===== src/rtl/rbht_pkg.sv =====
// Shared types and constants for the relay bank hysteresis timer.
`default_nettype none

package rbht_pkg;

  // Item kinds carried on the input channel.
  typedef enum logic [1:0] {
    KIND_EVAL  = 2'd0,
    KIND_WRITE = 2'd1,
    KIND_BIT   = 2'd2
  } kind_t;

  localparam int DEF_NUM_ACTORS   = 8;
  localparam int DEF_NUM_CHANNELS = 6;
  localparam int DEF_TIME_WIDTH   = 32;

  localparam int MAX_ACTORS   = 8;
  localparam int MAX_CHANNELS = 8;
  localparam int NUM_MEAS     = 5;
  localparam int PATTERN_W    = 8;
  localparam int TIME_IN_W    = 32;
  localparam int SAMPLE_W     = 16;
  localparam int HOUR_W       = 5;
  localparam int LIMIT_W      = 24;
  localparam int CHAN_SEL_W   = 3;
  localparam int CFG_INDEX_W  = 3;

  // Setup word layout.
  localparam int SETUP_W     = 54;
  localparam int SETUP_EN    = 0;
  localparam int SETUP_TIMED = 1;
  localparam int SETUP_INV   = 2;
  localparam int SETUP_CH_LO = 3;
  localparam int SETUP_LO_LO = 6;
  localparam int SETUP_HI_LO = 30;

  typedef logic signed [SAMPLE_W-1:0] sample_t;

  // Per-lane control strobes from the top level.
  typedef struct packed {
    logic cfg_write;
    logic eval;
  } lane_ctl_t;

endpackage

`default_nettype wire


===== src/rtl/rbht_lane.sv =====
// One actor lane: setup word, timer state and the next value of its relay bit.
`default_nettype none

module rbht_lane #(
  parameter int NUM_CHANNELS = rbht_pkg::DEF_NUM_CHANNELS,
  parameter int TIME_WIDTH   = rbht_pkg::DEF_TIME_WIDTH
) (
  input  wire logic                           clk,
  input  wire logic                           rst,
  input  wire rbht_pkg::lane_ctl_t            ctl,
  input  wire logic [rbht_pkg::SETUP_W-1:0]   cfg_data,
  input  wire logic [TIME_WIDTH-1:0]          now,
  input  wire rbht_pkg::sample_t              chan_value [rbht_pkg::MAX_CHANNELS],
  input  wire logic                           bit_cur,
  output logic                                bit_next
);

  localparam int CMP_W = (TIME_WIDTH > rbht_pkg::LIMIT_W) ? TIME_WIDTH : rbht_pkg::LIMIT_W;
  localparam logic [rbht_pkg::CHAN_SEL_W-1:0] HOUR_CH =
    rbht_pkg::CHAN_SEL_W'(NUM_CHANNELS - 1);
  localparam logic [rbht_pkg::CHAN_SEL_W:0] CH_LIMIT =
    (rbht_pkg::CHAN_SEL_W + 1)'(NUM_CHANNELS);

  logic [rbht_pkg::SETUP_W-1:0] setup;
  logic                         running;
  logic [TIME_WIDTH-1:0]        on_since;
  logic [TIME_WIDTH-1:0]        off_since;

  logic                               running_next;
  logic                               load_on;
  logic                               load_off;
  logic                               enable;
  logic                               timed;
  logic                               inverted;
  logic [rbht_pkg::CHAN_SEL_W-1:0]    ch;
  logic [rbht_pkg::LIMIT_W-1:0]       low_u;
  logic [rbht_pkg::LIMIT_W-1:0]       high_u;
  logic signed [rbht_pkg::LIMIT_W-1:0] value_s;
  logic [TIME_WIDTH-1:0]              on_age;
  logic [TIME_WIDTH-1:0]              off_age;

  assign enable   = setup[rbht_pkg::SETUP_EN];
  assign timed    = setup[rbht_pkg::SETUP_TIMED];
  assign inverted = setup[rbht_pkg::SETUP_INV];
  assign ch       = setup[rbht_pkg::SETUP_CH_LO +: rbht_pkg::CHAN_SEL_W];
  assign low_u    = setup[rbht_pkg::SETUP_LO_LO +: rbht_pkg::LIMIT_W];
  assign high_u   = setup[rbht_pkg::SETUP_HI_LO +: rbht_pkg::LIMIT_W];

  // Sign-extend the selected channel; the hour channel holds a small positive value.
  assign value_s = rbht_pkg::LIMIT_W'(chan_value[ch]);
  assign on_age  = now - on_since;
  assign off_age = now - off_since;

  always_comb begin
    bit_next     = bit_cur;
    running_next = running;
    load_on      = 1'b0;
    load_off     = 1'b0;
    if (enable) begin
      if (!timed) begin
        if ({1'b0, ch} < CH_LIMIT) begin
          if (value_s >= $signed(high_u)) begin
            bit_next = inverted;
          end else if (value_s <= $signed(low_u)) begin
            bit_next = !inverted;
          end
        end
      end else if (running) begin
        if (ch == HOUR_CH) begin
          if (value_s >= $signed(low_u)) begin
            bit_next = 1'b0;
          end else if (value_s >= $signed(high_u)) begin
            bit_next = 1'b1;
          end
        end else if (CMP_W'(on_age) >= CMP_W'(high_u)) begin
          bit_next     = 1'b0;
          running_next = 1'b0;
          load_off     = 1'b1;
        end
      end else if (CMP_W'(off_age) >= CMP_W'(low_u)) begin
        bit_next     = 1'b1;
        running_next = 1'b1;
        load_on      = 1'b1;
      end
    end
  end

  always_ff @(posedge clk) begin
    if (rst) begin
      setup     <= '0;
      running   <= 1'b0;
      on_since  <= '0;
      off_since <= '0;
    end else if (ctl.cfg_write) begin
      setup   <= cfg_data;
      running <= cfg_data[rbht_pkg::SETUP_EN];
    end else if (ctl.eval) begin
      running <= running_next;
      if (load_on) begin
        on_since <= now;
      end
      if (load_off) begin
        off_since <= now;
      end
    end
  end

endmodule

`default_nettype wire


===== src/rtl/rbht_merge.sv =====
// Merge of the lane results and the direct writes into the next relay pattern.
`default_nettype none

module rbht_merge #(
  parameter int NUM_ACTORS = rbht_pkg::DEF_NUM_ACTORS
) (
  input  wire rbht_pkg::kind_t                 kind,
  input  wire logic [rbht_pkg::PATTERN_W-1:0]  pattern,
  input  wire logic [NUM_ACTORS-1:0]           lane_bits,
  input  wire logic [rbht_pkg::PATTERN_W-1:0]  write_value,
  input  wire logic [rbht_pkg::CHAN_SEL_W-1:0] bit_index,
  input  wire logic                            bit_value,
  output logic [rbht_pkg::PATTERN_W-1:0]       pattern_next
);

  always_comb begin
    pattern_next = pattern;
    case (kind)
      rbht_pkg::KIND_EVAL: begin
        pattern_next[NUM_ACTORS-1:0] = lane_bits;
      end
      rbht_pkg::KIND_WRITE: begin
        pattern_next = write_value;
      end
      rbht_pkg::KIND_BIT: begin
        pattern_next[bit_index] = bit_value;
      end
      default: begin
        pattern_next = pattern;
      end
    endcase
  end

endmodule

`default_nettype wire


===== src/rtl/relay_bank_hysteresis_timer.sv =====
// Top level of the relay bank hysteresis timer: lanes, merge and output register.
// The block drives a bank of eight relays. Each input transaction is one of three
// kinds: evaluate, which runs every enabled actor against its sensor channel or
// its on/off timer; write, which loads the whole relay pattern; and write-bit,
// which sets a single relay. Every input transaction yields exactly one output
// transaction carrying the relay pattern as it stands after that transaction.
// One lane per actor evaluates all actors in parallel, combinationally, and the
// merge stage folds the lane bits or the direct write into the pattern register.
// The result is valid on the cycle after acceptance, and a new input transaction
// can be taken every cycle while the receiver keeps up.
// The relay pattern register is also the output register, so when the receiver
// stalls the result holds and in_stall is raised until the result is taken.
// The user writes setup words through the cfg port only while the block is idle;
// the block does not enforce this. A setup write reloads that actor's running flag
// from its enable bit. Synchronous reset clears the pattern, all setup words, the
// running flags and the timer stamps, and drops out_valid.
`default_nettype none

module relay_bank_hysteresis_timer #(
  parameter int NUM_ACTORS   = rbht_pkg::DEF_NUM_ACTORS,
  parameter int NUM_CHANNELS = rbht_pkg::DEF_NUM_CHANNELS,
  parameter int TIME_WIDTH   = rbht_pkg::DEF_TIME_WIDTH
) (
  input  wire logic                             clk,
  input  wire logic                             rst,
  // Configuration write port.
  input  wire logic                             cfg_write,
  input  wire logic [rbht_pkg::CFG_INDEX_W-1:0] cfg_index,
  input  wire logic [rbht_pkg::SETUP_W-1:0]     cfg_data,
  // Input channel.
  input  wire logic                             in_valid,
  output logic                                  in_stall,
  input  wire logic [1:0]                       kind,
  input  wire logic [rbht_pkg::TIME_IN_W-1:0]   time_ms,
  input  wire logic signed [rbht_pkg::SAMPLE_W-1:0] measurement_0,
  input  wire logic signed [rbht_pkg::SAMPLE_W-1:0] measurement_1,
  input  wire logic signed [rbht_pkg::SAMPLE_W-1:0] measurement_2,
  input  wire logic signed [rbht_pkg::SAMPLE_W-1:0] measurement_3,
  input  wire logic signed [rbht_pkg::SAMPLE_W-1:0] measurement_4,
  input  wire logic [rbht_pkg::HOUR_W-1:0]      hour_now,
  input  wire logic [rbht_pkg::PATTERN_W-1:0]   write_value,
  input  wire logic [rbht_pkg::CHAN_SEL_W-1:0]  bit_index,
  input  wire logic                             bit_value,
  // Output channel.
  output logic                                  out_valid,
  input  wire logic                             out_stall,
  output logic [rbht_pkg::PATTERN_W-1:0]        relay_bits
);

  logic                            accept;
  logic                            eval;
  rbht_pkg::kind_t                 kind_in;
  logic [rbht_pkg::PATTERN_W-1:0]  relay_pattern;
  logic [rbht_pkg::PATTERN_W-1:0]  relay_pattern_next;
  logic [NUM_ACTORS-1:0]           lane_bits;
  logic [TIME_WIDTH-1:0]           now;
  rbht_pkg::sample_t               meas [rbht_pkg::NUM_MEAS];
  rbht_pkg::sample_t               chan_value [rbht_pkg::MAX_CHANNELS];

  assign kind_in  = rbht_pkg::kind_t'(kind);
  assign in_stall = out_valid && out_stall;
  assign accept   = in_valid && !in_stall;
  assign eval     = accept && (kind_in == rbht_pkg::KIND_EVAL);
  assign now      = time_ms[TIME_WIDTH-1:0];

  assign meas[0] = measurement_0;
  assign meas[1] = measurement_1;
  assign meas[2] = measurement_2;
  assign meas[3] = measurement_3;
  assign meas[4] = measurement_4;

  // Channel table: the last channel is the hour; channels without a sensor read zero.
  for (genvar c = 0; c < rbht_pkg::MAX_CHANNELS; c++) begin : g_chan
    if (c == NUM_CHANNELS - 1) begin : g_hour
      assign chan_value[c] = rbht_pkg::SAMPLE_W'(hour_now);
    end else if (c < rbht_pkg::NUM_MEAS) begin : g_meas
      assign chan_value[c] = meas[c];
    end else begin : g_zero
      assign chan_value[c] = '0;
    end
  end

  for (genvar i = 0; i < NUM_ACTORS; i++) begin : g_lane
    rbht_pkg::lane_ctl_t ctl;

    assign ctl.cfg_write = cfg_write && (cfg_index == rbht_pkg::CFG_INDEX_W'(i));
    assign ctl.eval      = eval;

    rbht_lane #(
      .NUM_CHANNELS (NUM_CHANNELS),
      .TIME_WIDTH   (TIME_WIDTH)
    ) u_lane (
      .clk        (clk),
      .rst        (rst),
      .ctl        (ctl),
      .cfg_data   (cfg_data),
      .now        (now),
      .chan_value (chan_value),
      .bit_cur    (relay_pattern[i]),
      .bit_next   (lane_bits[i])
    );
  end

  rbht_merge #(
    .NUM_ACTORS (NUM_ACTORS)
  ) u_merge (
    .kind         (kind_in),
    .pattern      (relay_pattern),
    .lane_bits    (lane_bits),
    .write_value  (write_value),
    .bit_index    (bit_index),
    .bit_value    (bit_value),
    .pattern_next (relay_pattern_next)
  );

  // The pattern only changes on an accepted transaction, which cannot happen while
  // a result is held, so the pattern register doubles as the output register.
  always_ff @(posedge clk) begin
    if (rst) begin
      relay_pattern <= '0;
      out_valid     <= 1'b0;
    end else begin
      if (accept) begin
        relay_pattern <= relay_pattern_next;
        out_valid     <= 1'b1;
      end else if (!out_stall) begin
        out_valid <= 1'b0;
      end
    end
  end

  assign relay_bits = relay_pattern;

endmodule

`default_nettype wire

===== config.mk =====
export PLATFORM = sky130hd
export DESIGN_NAME = relay_bank_hysteresis_timer
export DESIGN_NICKNAME = d
export VERILOG_FILES = /design/src/rtl/rbht_pkg.sv /design/src/rtl/rbht_lane.sv /design/src/rtl/rbht_merge.sv /design/src/rtl/relay_bank_hysteresis_timer.sv
export SDC_FILE = /design/constraint.sdc
export NUM_CORES = 2
export LEC_CHECK = 0
export BUFFER_PORTS_ARGS = -buffer_cell sky130_fd_sc_hd__buf_2
export CORE_MARGIN = 2
export CORE_UTILIZATION = 55
export CTS_CLUSTER_DIAMETER = 60
export CTS_CLUSTER_SIZE = 28
export DETAILED_ROUTE_END_ITERATION = 10
export PLACE_DENSITY = 0.71
export SETUP_SLACK_MARGIN = 0.4
export SYNTH_ARGS = -nofsm -noshare
export SYNTH_HDL_FRONTEND = slang
export SYNTH_SLANG_ARGS = --single-unit

===== constraint.sdc =====
create_clock -name clk -period 7.2 [get_ports clk]
set_input_delay 1.08 -clock clk [delete_from_list [all_inputs] [get_ports clk]]
set_output_delay 1.08 -clock clk [all_outputs]
set_load 0.02 [all_outputs]

After elaboration in Yosys (flattened, before gate mapping) --
Cells that the tools add are included.
Storage, ports and cells: output and inout bits 10, input bits 193, logic and storage cells 523, flip-flop bits (word level) 961
Cells by class: equal/unequal tests 66, bitwise logic cells 16, reductions and logical operators 80, $add $sub $neg 16, order comparisons 58, multiplexer cells 246
Operators with widths (number):
- 32-bit by 24-bit >= comparator with 1-bit output | 16
- 32-bit subtractor | 16
- 16-bit binary-select mux with 3-bit select | 8
- 16-bit by 24-bit >= comparator with 1-bit output | 16
- 16-bit 2-to-1 mux | 16
- 1-bit 2-to-1 mux | 219
- 16-bit by 24-bit less-or-equal comparator with 1-bit output | 8
- 3-bit AND reduction | 24
- 8-bit AND reduction | 8
- 6-bit != test, second input constant | 8
- 2-bit nonzero test | 24
- 5-bit != test, second input constant | 8
- 3-bit == test, second input constant | 12
- 4-bit >= comparator, second input constant | 8
- 4-bit by 1-bit != test with 1-bit output, second input constant | 8
- 4-bit != test, second input constant | 8
- 3-bit NOT with 4-bit output | 8
- 3-bit < comparator, second input constant | 8
- 3-bit by 1-bit != test with 1-bit output, second input constant | 8
- 8-bit case mux with 3 select lines | 1
- 2-bit by 1-bit != test with 1-bit output, second input constant | 9
- 1-bit logical AND | 12
- 1-bit logical NOT | 9
- 8-bit bitwise mux | 1
- other kinds (11) | 19

Logic depth before layout (Yosys ltp) --
depth in word-level cells 12, gate-level depth with buffers 29, mapped depth without buffers 27

Cells and area by module --
Synthesis repeated with hierarchy kept, for this count alone.
Second synthesis, totals: cell total of the unflattened synthesis 11438, area total of the unflattened synthesis 95043.7 µm²
Modules (own cells, without submodules):
- rbht_lane (g_lane[3].u_lane ...) | seq. area each 2382.3 µm², area each 11906.4 µm², times used 4, cells each 1441
- rbht_lane (g_lane[1].u_lane) | seq. area each 2382.3 µm², area each 12184.2 µm², times used 1, cells each 1504
- rbht_lane (g_lane[7].u_lane) | seq. area each 2382.3 µm², area each 11619.9 µm², times used 1, cells each 1375
- rbht_lane (g_lane[2].u_lane) | seq. area each 2382.3 µm², area each 11547.3 µm², times used 1, cells each 1386
- rbht_lane (g_lane[0].u_lane) | seq. area each 2382.3 µm², area each 11254.5 µm², times used 1, cells each 1329
- relay_bank_hysteresis_timer | seq. area each 180.2 µm², area each 478.0 µm², times used 1, cells each 54
- rbht_merge | seq. area each 0.0 µm², area each 334.1 µm², times used 1, cells each 26

Least setup slack after synthesis --
OpenSTA, ideal clock, no wires.
kind in2reg, start in time_ms[0] (netlist bit), end reg g_lane[3].u_lane.on_since[10], required time 7.072 ns, data arrival time 6.237 ns, path buffers 2, library setup time 0.128 ns, path slack 0.836 ns, stages on the path 29, cell sequence inv_1 > ha_1 > inv_1 > fa_1 > a211oi_1 > o21ai_0 > and2_1 > a221o_1 > a31o_2 > a21o_1 > a21oi_1 > o21ai_0 > a21oi_1 > o21ai_0 > a21oi_1 > xnor2_1 > ha_1 > a21oi_1 > o211ai_1 > nor4_1 > o2111ai_1 > a2111oi_0 > nand4b_1 > a2111oi_2 > or4_1 > buf_6 > buf_12 > mux2i_1 > nor2_1
Between the ends: cells in the longest elaborated chain, start to end 7
RTL lines:
- start, declared | line relay_bank_hysteresis_timer.sv:34 | input wire logic [rbht_pkg::TIME_IN_W-1:0] time_ms,
- 32-bit subtractor | line rbht_lane.sv:52 | assign off_age = now - off_since;
- 32-bit by 24-bit >= comparator with 1-bit output | line rbht_lane.sv:80 | end else if (CMP_W'(off_age) >= CMP_W'(low_u)) begin
- 1-bit 2-to-1 mux | line rbht_lane.sv:80
- 1-bit 2-to-1 mux | line rbht_lane.sv:68 | end else if (running) begin
- 1-bit 2-to-1 mux | line rbht_lane.sv:60 | if (!timed) begin
- 1-bit 2-to-1 mux | line rbht_lane.sv:59 | if (enable) begin
- 3-bit AND reduction (no line)
- end signal, assigned | line rbht_lane.sv:100 | on_since <= now;
- end, declared | line rbht_lane.sv:26 | logic [TIME_WIDTH-1:0] on_since;
Every way passes these cells. A chain may end at the register's enable or synchronous reset.

Worst setup path after layout --
start in time_ms[0] (netlist bit), end reg g_lane[3].u_lane.on_since[17]
The elaborated chain is that of the path after synthesis.

==> flow_summary_export.csv <==
group,metric,value,unit
sta,skew,0.03829,ns
synth,synth_seq_cells,961,
placed_design,dpl.hpwl,277.1,mm
power,power.share.combinational,26.3,%
die,start_util,55.20,%
sta,worst_pin_slew,1.281,ns
setup_path,cp.arrival,7.02,ns
sta,period_needed,6.393,ns
sta,fmax,156.4,MHz
job,max-cap-violations,0,
hold_path,min_path_cells,2,
power,swShare,36.64,%
sta,rsz0062_at_grt,"no",
finish,multi_input_area,0.06119,mm²
setup_path,crit_path_frequent_cell,"a21oi_1",
finish,fin_nets,12850,
finish,nFillCells,14650,
setup_path,required,7.83,ns
cts,cts.sinks,961,
die,die_y,402.0,µm
finish,final_common_cell,"a21oi_1",
synth,synth_area,0.08712,mm²
hold_path,hold_path_class,"reg2reg",
setup_path,criticalPathCategory,"in2reg",
synth,syn_nets,12910,
finish,area_growth,8.832,%
power,clockPowerShare,40.6,%
setup_path,ff2ff_path_depth,28,
setup_path,crit_path_end_kind,"flip-flop",
power,pwr-share-seq,33.1,%
power,total_power,0.01637,W
sta,setup_viol,0,
power,intPower,0.01037,W
die,num_rows,146,
synth,yosysWarnings,0,
die,die_w,402.0,µm
setup_path,slowest_delay,0.44,ns
detailed_routing,drtAntennaViolNets,0,
finish,seq_area,0.01925,mm²
setup_path,crit_slowest_cell,"fa_1",
power,static-leakage-power,37.91,nW
synth,synth-seq-area-share,22.08,%
placed_design,dp_cells,13320,
die,ios,203,
die,core-area,0.1578,mm²
cts,cts_buffers,118,
finish,fin_cells,13600,
sta,slew-limit-headroom,14.58,%
detailed_routing,vias,86840,
cts,htreeDepth,3,
sta,post-route-period-util,88.79,%
detailed_routing,drt-vias-per-instance,6.387,
power,ir_drop,0.0002068,V
detailed_routing,wl_per_cell,26.19,µm
cts,path_clk_slew,0.06,ns
power,p_per_area,172.7,mW/mm²
global_route,grt_usage,42.36,%
sta,drv_slew,0,
finish,most-common-layout-cells,"1362 x a21oi_1, 1345 x nand2_1, 1268 x ha_1",
synth,synth_top_flop_cell,"dfxtp_1",
global_route,grt_max_degree,206,
synth,synth_edf_count,0,
run_status,outcome,"finished clean",
detailed_routing,drtIter0Drc,10260,
global_route,antenna_found_initial,109,
power,netSwitchingPower,0.005999,W
detailed_routing,routed_wl,356.1,mm
setup_path,startpoint_type,"input port",
synth,synth_cell_types,108,
synth,async_reset_ff_share,0,%
global_route,first_global_vias,78990,
die,design.die.area,0.1616,mm²
global_route,grt_pass1_wl,514.0,mm
synth,syn_avg_cell_area,7.620,µm²
cts,insertion_delay,0.80,ns
finish,layout-drive-gt1-share,7.355,%
placed_design,portBuffers,202,
synth,syn_inst,11430,
sta,hold_viol,0,
global_route,grt.overflow.total,0,
setup_path,cp_max_fo,16,
detailed_routing,drc_errors,0,
placed_design,gp_congestion,1.085,
cts,cts_tree,"built",
cts,cts_root_buf,"clkbuf_16",
cts,postCtsHoldBufs,0,
cts,ctsLongestPathBuffers,3,
detailed_routing,drtPass1Iterations,8,
## power groups by stage
stage | clock network, W | registers, W | logic, W
floorplan | 0 | 0.00551 | 0.00269
global placement | 0 | 0.00554 | 0.00401
detailed placement | 0 | 0.00554 | 0.00412
CTS | 0.00670 | 0.00541 | 0.00415
global route | 0.00690 | 0.00542 | 0.00463
finish | 0.00665 | 0.00542 | 0.00430
## cells in the mapped netlist (all sizes together), types with 25 or more instances
master / n / area [µm²]
o22ai: 104 / 650.6
a221oi: 25 / 244.0
a21o: 312 / 2344
o31ai: 33 / 257.7
nand4: 201 / 1257
buf: 189 / 1229
o21a: 191 / 1434
mux2i: 555 / 5555
nor2b: 86 / 538.0
o2bb2ai: 35 / 306.5
and2: 31 / 193.9
nor2: 1049 / 3940
a21oi: 1364 / 6834
a22oi: 97 / 728.2
a21boi: 25 / 187.7
nand3: 143 / 725.7
a31oi: 75 / 475.5
inv: 1014 / 3806
and4: 31 / 271.5
xor2: 150 / 1314
dfxtp: 961 / 19240
and3: 53 / 331.6
ha: 1268 / 15870
o21bai: 59 / 442.9
nand2: 1349 / 5064
nor4: 48 / 321.6
o211ai: 71 / 533.0
nor3: 130 / 665.6
a211o: 31 / 271.5
or3: 25 / 157.6
a211oi: 99 / 768.2
clkbuf: 437 / 1774
o21ai: 425 / 2131
a2111oi: 28 / 251.5
xnor2: 262 / 2302
nand2b: 96 / 600.6
mux4: 40 / 900.9
## routing by layer
| layer | wire length [µm] | vias up | GRT usage [%] |
|---|---|---|---|
| met1 | 145300 | 41100 | 56.03 |
| met2 | 139900 | 4375 | 59.77 |
| li1 | - | 40320 | - |
| met4 | 20640 | 102 | 21.05 |
| met5 | 701 | - | 0 |
| met3 | 49620 | 940 | 16.04 |
## registers in the layout, summed over array words and instances (netlist names)
name and count:
relay_bits 8, g_lane.u_lane.setup 432, g_lane.u_lane.on_since 256, g_lane.u_lane.off_since 256, out_valid 1, g_lane.u_lane.running 8
## final timing paths
path / start / endpoint / slack [ns]
setup reg to reg: g_lane[3].u_lane.off_since[0] / g_lane[3].u_lane.on_since[17] / 1.11
hold / removal: g_lane[3].u_lane.setup[52] / g_lane[3].u_lane.setup[52] / 0.45
hold reg to reg: g_lane[3].u_lane.setup[52] / g_lane[3].u_lane.setup[52] / 0.45
setup / recovery: time_ms[0] / g_lane[3].u_lane.on_since[17] / 0.81
## cell families (layout without fill, tap and decap cells)
logic type,count (synthesis),after routing,synth area share [%]
and+or+nand+nor,3332,3332,16.92
AOI/OAI and AO/OA,3179,3179,22.73
buffers and inverters,1649,1691,7.854
adders and majority gates,1284,1284,18.58
DFF,961,961,22.08
muxes,616,616,7.682
xor gates and xnor gates,412,412,4.150
other,0,49,0
## layout make-up
type / instances / share of cell area, %
clock buffer: 119 / 3.118
antenna: 49 / 0.1293
multi-input combinational: 8823 / 64.54
inverter: 1023 / 4.054
timing repair buffer: 442 / 3.639
sequential: 961 / 20.30
clock inverter: 107 / 1.487
tap: 2072 / 2.734
## worst max-delay path, delay by kind of cell
family | cells | cell delay, ns
fa+ha+maj | 3 | 0.81
mux | 1 | 0.22
buf+inv | 5 | 0.84
simple gates | 5 | 0.90
xor+xnor | 1 | 0.09
compound gates | 15 | 3.03
## stage by stage
stage	hold WS, ns	instance area, µm²	util (%)	setup TNS (ns)	setup slack, ns
after floorplan	0.4363	87120	-	0	0.8359
after global placement	0.4409	90300	57.21	-0.02016	-0.005453
after detailed placement	0.4463	90300	57.21	-5.138	-0.2119
after CTS	0.4543	94670	59.98	0	0.5877
after global routing	0.4655	94740	60.03	0	0.4406
final	0.4526	94820	60.08	0	0.8069
## what timing repair did
| action | 4_1_cts | 5_1_grt |
|---|---|---|
| setup buffers | 0 | 1 |
| setup endpoints to repair | 0 | 75 |
| resized for setup | 0 | 6 |
No activity file was read; power rests on OpenSTA's default activity.
